`config.mk`:
```
export PLATFORM = sky130hd
export DESIGN_NAME = fixed_block_pool_allocator
export DESIGN_NICKNAME = d
export VERILOG_FILES = /design/src/hdl/fbpa_pkg.sv /design/src/hdl/fbpa_ctrl.sv /design/src/hdl/fbpa_datapath.sv /design/src/hdl/fixed_block_pool_allocator.sv
export SDC_FILE = /design/constraint.sdc
export NUM_CORES = 1
export LEC_CHECK = 0
export BUFFER_PORTS_ARGS = -buffer_cell sky130_fd_sc_hd__buf_2
export CORE_UTILIZATION = 55
export DETAILED_ROUTE_END_ITERATION = 7
export PLACE_DENSITY = 0.76
export SLEW_MARGIN = 20
export SYNTH_ARGS = -nofsm -noshare
export SYNTH_HDL_FRONTEND = slang
export SYNTH_SLANG_ARGS = --single-unit
```
`constraint.sdc`:
```
create_clock -name clk -period 6.3 [get_ports clk]
set_input_delay 0.945 -clock clk [delete_from_list [all_inputs] [get_ports clk]]
set_output_delay 0.945 -clock clk [all_outputs]
set_load 0.05 [all_outputs]
```
`src/hdl/fbpa_pkg.sv`:
```
// Shared constants, types and codes for the fixed block pool allocator.
`timescale 1ns / 1ps
`default_nettype none
package fbpa_pkg;

  localparam int BLOCK_TOTAL  = 64;
  localparam int BLOCK_BYTES  = 64;   // power of two: block index is a shift
  localparam int HEADER_BYTES = 8;

  localparam int ADDR_W  = 32;
  localparam int SIZE_W  = 32;
  localparam int IDX_W   = $clog2(BLOCK_TOTAL);
  localparam int LINK_W  = $clog2(BLOCK_TOTAL + 1);
  localparam int SHIFT_W = $clog2(BLOCK_BYTES);

  localparam logic [LINK_W-1:0] LINK_NULL = LINK_W'(BLOCK_TOTAL);
  localparam logic [LINK_W-1:0] HEAD_RST  = LINK_W'(BLOCK_TOTAL - 1);

  localparam logic [SIZE_W-1:0] PAYLOAD_MAX = SIZE_W'(BLOCK_BYTES - HEADER_BYTES);
  localparam logic [ADDR_W-1:0] HEADER_OFS  = ADDR_W'(HEADER_BYTES);
  localparam logic [ADDR_W:0]   POOL_SPAN   = (ADDR_W + 1)'(BLOCK_TOTAL * BLOCK_BYTES);

  typedef enum logic [2:0] {
    OUT_POOL_ALLOC = 3'd0,
    OUT_TOO_LARGE  = 3'd1,
    OUT_POOL_EMPTY = 3'd2,
    OUT_FREED      = 3'd3,
    OUT_EXT_FREE   = 3'd4,
    OUT_NULL_FREE  = 3'd5
  } outcome_t;

  typedef enum logic {
    OP_ALLOC = 1'b0,
    OP_FREE  = 1'b1
  } op_t;

  typedef enum logic {
    ST_IDLE = 1'b0,
    ST_EXEC = 1'b1
  } ctl_state_t;

  typedef struct packed {
    logic load;   // capture the request
    logic exec;   // carry out the captured request
  } ctl_cmd_t;

endpackage
`default_nettype wire

```
`src/hdl/fbpa_ctrl.sv`:
```
// Controller state machine: request acceptance, execute step and result strobe.
`timescale 1ns / 1ps
`default_nettype none
module fbpa_ctrl (
  input  wire logic              clk,
  input  wire logic              rst_n,
  input  wire logic              start,
  output fbpa_pkg::ctl_cmd_t     cmd,
  output logic                   busy,
  output logic                   out_valid
);
  import fbpa_pkg::*;

  ctl_state_t state_r, state_nxt;
  logic       out_valid_r, out_valid_nxt;

  always_comb begin
    state_nxt = state_r;
    case (state_r)
      ST_IDLE: begin
        if (start) state_nxt = ST_EXEC;
      end
      ST_EXEC: begin
        state_nxt = ST_IDLE;
      end
      default: begin
        state_nxt = ST_IDLE;
      end
    endcase
  end

  always_comb begin
    cmd.load      = 1'b0;
    cmd.exec      = 1'b0;
    busy          = 1'b0;
    out_valid_nxt = 1'b0;
    case (state_r)
      ST_IDLE: begin
        cmd.load = start;
      end
      ST_EXEC: begin
        cmd.exec      = 1'b1;
        busy          = 1'b1;
        out_valid_nxt = 1'b1;
      end
      default: begin
        busy = 1'b0;
      end
    endcase
  end

  always_ff @(posedge clk) begin
    if (!rst_n) begin
      state_r     <= ST_IDLE;
      out_valid_r <= 1'b0;
    end else begin
      state_r     <= state_nxt;
      out_valid_r <= out_valid_nxt;
    end
  end

  assign out_valid = out_valid_r;

endmodule
`default_nettype wire

```
`src/hdl/fbpa_datapath.sv`:
```
// Datapath: base register, free-list head, link memory and result registers.
`timescale 1ns / 1ps
`default_nettype none
module fbpa_datapath (
  input  wire logic                        clk,
  input  wire logic                        rst_n,
  input  wire fbpa_pkg::ctl_cmd_t          cmd,
  input  wire logic                        cfg_we,
  input  wire logic [fbpa_pkg::ADDR_W-1:0] cfg_data,
  input  wire logic                        in_operation,
  input  wire logic [fbpa_pkg::SIZE_W-1:0] in_request_size,
  input  wire logic [fbpa_pkg::ADDR_W-1:0] in_free_address,
  output logic [fbpa_pkg::ADDR_W-1:0]      out_block_address,
  output logic [2:0]                       out_outcome
);
  import fbpa_pkg::*;

  logic [ADDR_W-1:0] base_r;
  logic [LINK_W-1:0] head_r, head_nxt;

  // captured request
  op_t               op_r;
  logic [SIZE_W-1:0] size_r;
  logic [ADDR_W-1:0] addr_r;

  // link memory, registered read at the head index
  logic [LINK_W-1:0]      link_mem [BLOCK_TOTAL];
  logic [BLOCK_TOTAL-1:0] valid_r;
  logic [LINK_W-1:0]      rd_data_r;
  logic                   rd_valid_r;
  logic [IDX_W-1:0]       rd_idx_r;
  logic [IDX_W-1:0]       head_idx;
  logic [LINK_W-1:0]      head_link;

  logic              wr_en;
  logic [IDX_W-1:0]  wr_idx;

  logic [ADDR_W:0]   pool_limit;
  logic [ADDR_W-1:0] offset;
  logic              in_pool;
  logic [ADDR_W-1:0] alloc_addr;

  outcome_t          outcome_nxt;
  logic [ADDR_W-1:0] block_addr_nxt;
  logic [ADDR_W-1:0] block_addr_r;
  outcome_t          outcome_r;

  assign head_idx = head_r[IDX_W-1:0];

  // Unwritten entries read as their reset link: i-1, null for entry 0.
  always_comb begin
    if (rd_valid_r) begin
      head_link = rd_data_r;
    end else if (rd_idx_r == '0) begin
      head_link = LINK_NULL;
    end else begin
      head_link = LINK_W'(rd_idx_r) - LINK_W'(1);
    end
  end

  assign pool_limit = {1'b0, base_r} + POOL_SPAN;
  assign offset     = addr_r - base_r;
  assign in_pool    = (addr_r >= base_r) && ({1'b0, addr_r} < pool_limit);
  assign alloc_addr = base_r + (ADDR_W'(head_idx) << SHIFT_W) + HEADER_OFS;

  always_comb begin
    head_nxt       = head_r;
    wr_en          = 1'b0;
    wr_idx         = offset[SHIFT_W +: IDX_W];
    block_addr_nxt = '0;
    outcome_nxt    = OUT_POOL_ALLOC;
    case (op_r)
      OP_ALLOC: begin
        if (size_r > PAYLOAD_MAX) begin
          outcome_nxt = OUT_TOO_LARGE;
        end else if (head_r >= LINK_NULL) begin
          outcome_nxt = OUT_POOL_EMPTY;
        end else begin
          head_nxt       = head_link;
          block_addr_nxt = alloc_addr;
          outcome_nxt    = OUT_POOL_ALLOC;
        end
      end
      OP_FREE: begin
        if (addr_r == '0) begin
          outcome_nxt = OUT_NULL_FREE;
        end else if (in_pool) begin
          wr_en       = 1'b1;
          head_nxt    = LINK_W'(offset[SHIFT_W +: IDX_W]);
          outcome_nxt = OUT_FREED;
        end else begin
          outcome_nxt = OUT_EXT_FREE;
        end
      end
      default: begin
        outcome_nxt = OUT_EXT_FREE;
      end
    endcase
  end

  always_ff @(posedge clk) begin
    if (cmd.exec && wr_en) begin
      link_mem[wr_idx] <= head_r;
    end
    rd_data_r <= link_mem[head_idx];
    rd_idx_r  <= head_idx;
  end

  always_ff @(posedge clk) begin
    if (!rst_n) begin
      valid_r    <= '0;
      rd_valid_r <= 1'b0;
      head_r     <= HEAD_RST;
      base_r     <= '0;
    end else begin
      rd_valid_r <= valid_r[head_idx];
      if (cmd.exec) begin
        head_r <= head_nxt;
        if (wr_en) valid_r[wr_idx] <= 1'b1;
      end
      if (cfg_we) base_r <= cfg_data;
    end
  end

  always_ff @(posedge clk) begin
    if (cmd.load) begin
      op_r   <= op_t'(in_operation);
      size_r <= in_request_size;
      addr_r <= in_free_address;
    end
    if (cmd.exec) begin
      block_addr_r <= block_addr_nxt;
      outcome_r    <= outcome_nxt;
    end
  end

  assign out_block_address = block_addr_r;
  assign out_outcome       = outcome_r;

endmodule
`default_nettype wire

```
`src/hdl/fixed_block_pool_allocator.sv`:
```
// Top level of the fixed block pool allocator: controller plus datapath.
`timescale 1ns / 1ps
`default_nettype none
// Fixed-size block pool allocator, 64 blocks of 64 bytes on a LIFO free list.
//
// Request channel: drive in_operation (0 alloc, 1 free), in_request_size and
// in_free_address with start high; the request is taken at a clock edge where
// start is high and busy is low. busy is high for the one execute cycle.
// Result channel: out_valid pulses for exactly one cycle with
// out_block_address and out_outcome. The receiver cannot stall it.
// The result strobe is registered from the execute state. No new request is
// taken while busy is high; the link memory has a registered read of the
// head entry, which takes the cycle after acceptance.
// Configuration: cfg_valid/cfg_ready/cfg_data writes the pool base address;
// cfg_ready is always high. Write it only while no request is in flight.
// Reset (rst_n low, synchronous): head = block 63, every link entry reads as
// its initial value (entry i links i-1, entry 0 ends the list) through
// per-entry valid bits, base address = 0. No clearing pass is needed.
module fixed_block_pool_allocator (
  input  wire logic                        clk,
  input  wire logic                        rst_n,
  input  wire logic                        start,
  output logic                             busy,
  input  wire logic                        in_operation,
  input  wire logic [fbpa_pkg::SIZE_W-1:0] in_request_size,
  input  wire logic [fbpa_pkg::ADDR_W-1:0] in_free_address,
  output logic                             out_valid,
  output logic [fbpa_pkg::ADDR_W-1:0]      out_block_address,
  output logic [2:0]                       out_outcome,
  input  wire logic                        cfg_valid,
  output logic                             cfg_ready,
  input  wire logic [fbpa_pkg::ADDR_W-1:0] cfg_data
);
  import fbpa_pkg::*;

  ctl_cmd_t cmd;

  // base register is always writable
  assign cfg_ready = 1'b1;

  fbpa_ctrl u_ctrl (
    .clk       (clk),
    .rst_n     (rst_n),
    .start     (start),
    .cmd       (cmd),
    .busy      (busy),
    .out_valid (out_valid)
  );

  fbpa_datapath u_dp (
    .clk               (clk),
    .rst_n             (rst_n),
    .cmd               (cmd),
    .cfg_we            (cfg_valid && cfg_ready),
    .cfg_data          (cfg_data),
    .in_operation      (in_operation),
    .in_request_size   (in_request_size),
    .in_free_address   (in_free_address),
    .out_block_address (out_block_address),
    .out_outcome       (out_outcome)
  );

  // An accepted request is executed in the next cycle.
  a_accept_exec: assert property (@(posedge clk) disable iff (!rst_n)
    (start && !busy) |=> busy)
    else $error("accepted request not executed");

  // Execute lasts a single cycle and is followed by the result strobe.
  a_exec_strobe: assert property (@(posedge clk) disable iff (!rst_n)
    busy |=> (!busy && out_valid))
    else $error("execute not followed by result");

  // A result strobe only follows an execute cycle.
  a_strobe_src: assert property (@(posedge clk) disable iff (!rst_n)
    out_valid |-> $past(busy))
    else $error("spurious result strobe");

  // Only a pool allocation returns a nonzero address.
  a_addr_zero: assert property (@(posedge clk) disable iff (!rst_n)
    (out_valid && (out_outcome != OUT_POOL_ALLOC)) |-> (out_block_address == '0))
    else $error("nonzero address on non-allocation result");

endmodule
`default_nettype wire

```
==> metrics.txt <==
power share of the combinational group 5.9%; Psw 2040 uW; Pins Over Slew Limit 0; gpl congestion 0.862; worst setup path class flip-flop to flip-flop; CTS tree built; Async SR Flop Fraction 0%; vias in the first global route 15.1k; Gate Count Post-Synth 1,595; largest net degree at the start of global routing 102; most frequent cells in the layout edfxtp_1, mux4_2, buf_2, dfxtp_1, nor2_1; post-layout min period 5.37 ns; Arr. time, crit path 5.60 ns; die span in y 226 um; Post-CTS Resized 0; Worst slew margin 28.4%; delay-heaviest family, CP simple AND/OR/NAND/NOR gates; Slowest Stage Delay on Critical Path 0.98 ns; count of state elements after synthesis 667; Total Power 9380 uW; syn_nets 1,757; Slowest-stage cell, CP nor3_1; commonest non-fill, non-tap cell in the layout edfxtp_1; Worst R2R Start u_dp.base_r[12]; first-pass GRT wire length 89,100 um; Slew @ Worst Pin 1.07 ns; Reg power frac 52.0%; pwr/cell area 301 mW/mm2; port bufs 137; H-tree depth 3; Final Hold Viols 0; Die Footprint 0.0510 mm2; # clock sinks 667; Yosys warning count 0; fmax 186 MHz; setup TNS 0 ns; Total GRT Usage 23.6%; Core Footprint 0.0492 mm2; clock root buffer master clkbuf_16; grt total ovfl 0; placed cells 2,345; Int Pwr 7330 uW; Starting Density 56.0%; Post-DP Area 0.0290 mm2; initial antenna violation count 5; area delta synth->final 13.2%; RSZ-0062 raised after global routing no; clk_lat worst skew 0.61 ns; CTS Buf Count 67; post-route cell area 0.0312 mm2; final antenna-violating net count 0; FP Rows 81; startpoint types flip-flop; num ports 139; FILL cells 3,337; # hold bufs at CTS 0; via count 14.9k; drt drc 0; CP endpoint kind flip-flop; fin nets 1,912; WL/cell 23.5 um; hold path startpoint u_dp.valid_r[7]; Critical Path RT 6.53 ns; drt first pass iters 5; total routed wirelength 58,000 um; setup bufs post-CTS 0; DRT iter0 DRCs 1,387; worst clock skew 0.0274 ns; Worst-path clk slew 0.06 ns; Max-Cap Viols 0; EDFF count, synth 548; worst hold path class flip-flop to flip-flop; predominant post-synthesis flop cell edfxtp_1; Non-Filler Instances 2,471; Seq/Total Area, Yosys 68.4%; worst vdd rail ir drop 0.186 mV; clock network fraction of design power 42.0%; HPWL after detailed placement 37,000 um; CP bufs+invs 0; DIE WIDTH 226 um; synth unique cells 63; share of layout cells above drive strength 1 25.6%; worst-path maximum fanout 16; Mapped Area 0.0275 mm2; CTS Buffer Depth 3; CP cell instances ha_1, nand3_1, or4_1, nor3_1, nand3_1, nor2_1, xnor2_1, ha_1, nand4_1, nor2_1, a22oi_1, o2111ai_1, a32oi_4, nand4b_4, nor3_1; Final Cycle Share 85.3%; crit path from u_dp.base_r[12]; Net Sw Frac 21.8%; final setup vio count 0; mean post-synth cell area 17.3 um2; run status complete, no violations; drt via density 6.01; LEAKAGE 0.0112 uW
-- path summary, 6_finish.rpt --
path / to / slack [ns] / depth (start not counted)
worst max-delay path: u_dp.link_mem[15][0] / 0.93 / 15
worst max register to register: u_dp.link_mem[15][0] / 0.93 / 15
worst min-delay path: u_dp.valid_r[7] / 0.46 / 1
worst min register to register: u_dp.valid_r[7] / 0.46 / 1
-- power groups by stage --
| stage | sequential, uW | clock, uW | combinational, uW |
|---|---|---|---|
| floorplan | 4970 | 0 | 374 |
| global placement | 4970 | 0 | 542 |
| detailed placement | 4970 | 0 | 554 |
| CTS | 4880 | 4000 | 558 |
| global route | 4880 | 4180 | 606 |
| finish | 4880 | 3940 | 558 |
-- final cells by class --
cell class                 count  area, um2  share of cell area (%)
sequential                   667      18900                    60.5
multi-input combinational    802       8200                    26.3
inverter                      49        184                   0.590
antenna                        4       10.0                  0.0321
clock buffer                  90       1860                    5.98
timing repair buffer         163        921                    2.95
clock inverter                32        317                    1.02
tap                          664        831                    2.66
-- metal layers --
metal	wire (um)	share of wire [%]	track usage [%]
met5	28	0.048	0
met2	27800	48	37.2
met3	4170	7.2	4.74
met4	1920	3.3	9.66
met1	24100	42	32.3
-- cell usage after synthesis, types with 3 or more instances --
cell type	instances	area [um2]
a21o_1	9	67.6
o21a_1	69	518
or2_2	3	18.8
a211o_1	6	52.6
nor2_1	94	353
buf_2	4	20.0
o211ai_1	3	22.5
inv_1	48	180
nor4_1	19	119
nand4_1	14	87.6
nor2_2	4	25.0
and2_1	8	50.1
a31oi_1	6	37.5
edfxtp_1	548	16500
mux2i_1	32	320
a21oi_1	32	160
buf_6	4	45.0
mux4_2	168	3780
nand2_1	34	128
a221oi_1	6	52.6
nor3b_1	3	22.5
xor2_1	4	35.0
nor2b_1	41	257
clkbuf_1	46	173
o21ai_0	34	170
a211oi_1	4	30.0
nor3_1	39	195
nand2b_1	6	37.5
and3_1	3	18.8
dfxtp_1	119	2380
buf_1	20	75.1
nand3_1	20	100
xnor2_1	41	359
a22oi_1	3	22.5
ha_1	61	763
or3_1	6	37.5
-- registers in the layout, indices dropped and copies added, names as in the netlist --
signal,flops
u_dp.link_mem,448
u_dp.valid_r,64
u_dp.addr_r,32
u_dp.base_r,32
u_dp.out_block_address,32
u_dp.size_r,32
u_dp.head_r,7
u_dp.rd_data_r,7
u_dp.rd_idx_r,6
u_dp.out_outcome,3
u_ctrl.out_valid,1
u_ctrl.state_r,1
u_dp.op_r,1
u_dp.rd_valid_r,1
-- through the flow --
stage / utilization [%] / setup slack [ns] / hold WS [ns]
2_1_floorplan: - / 1.77 / 0.435
4_1_cts: 63.4 / 0.974 / 0.462
3_5_place_dp: 59.0 / 1.01 / 0.448
6_report: 63.4 / 0.928 / 0.461
5_1_grt: 63.4 / 0.400 / 0.481
3_3_place_gp: 59.0 / 1.19 / 0.442
-- worst reg2reg max path, stage by stage (launching register included) --
cell and delay, ns:
dfxtp_1 0.44, ha_1 0.25, nand3_1 0.18, or4_1 0.57, nor3_1 0.32, nand3_1 0.23, nor2_1 0.17, xnor2_1 0.13
ha_1 0.28, nand4_1 0.15, nor2_1 0.06, a22oi_1 0.17, o2111ai_1 0.18, a32oi_4 0.44, nand4b_4 0.45, nor3_1 0.98
-- logic make-up (layout without fill, tap and decap cells) --
logic type                 after synthesis  count (layout)  share of synthesized area (%)
DFF                                    667             667                           68.4
and+or+nand+nor                        307             307                           5.86
muxes                                  202             202                           15.0
AOI/OAI and AO/OA                      186             186                           4.68
buffers and inverters                  126             334                           1.88
adders and majority gates               61              61                           2.77
xor gates and xnor gates                45              45                           1.43
other                                    1               5                         0.0136
Note: power is estimated with default switching activity, not from simulation.
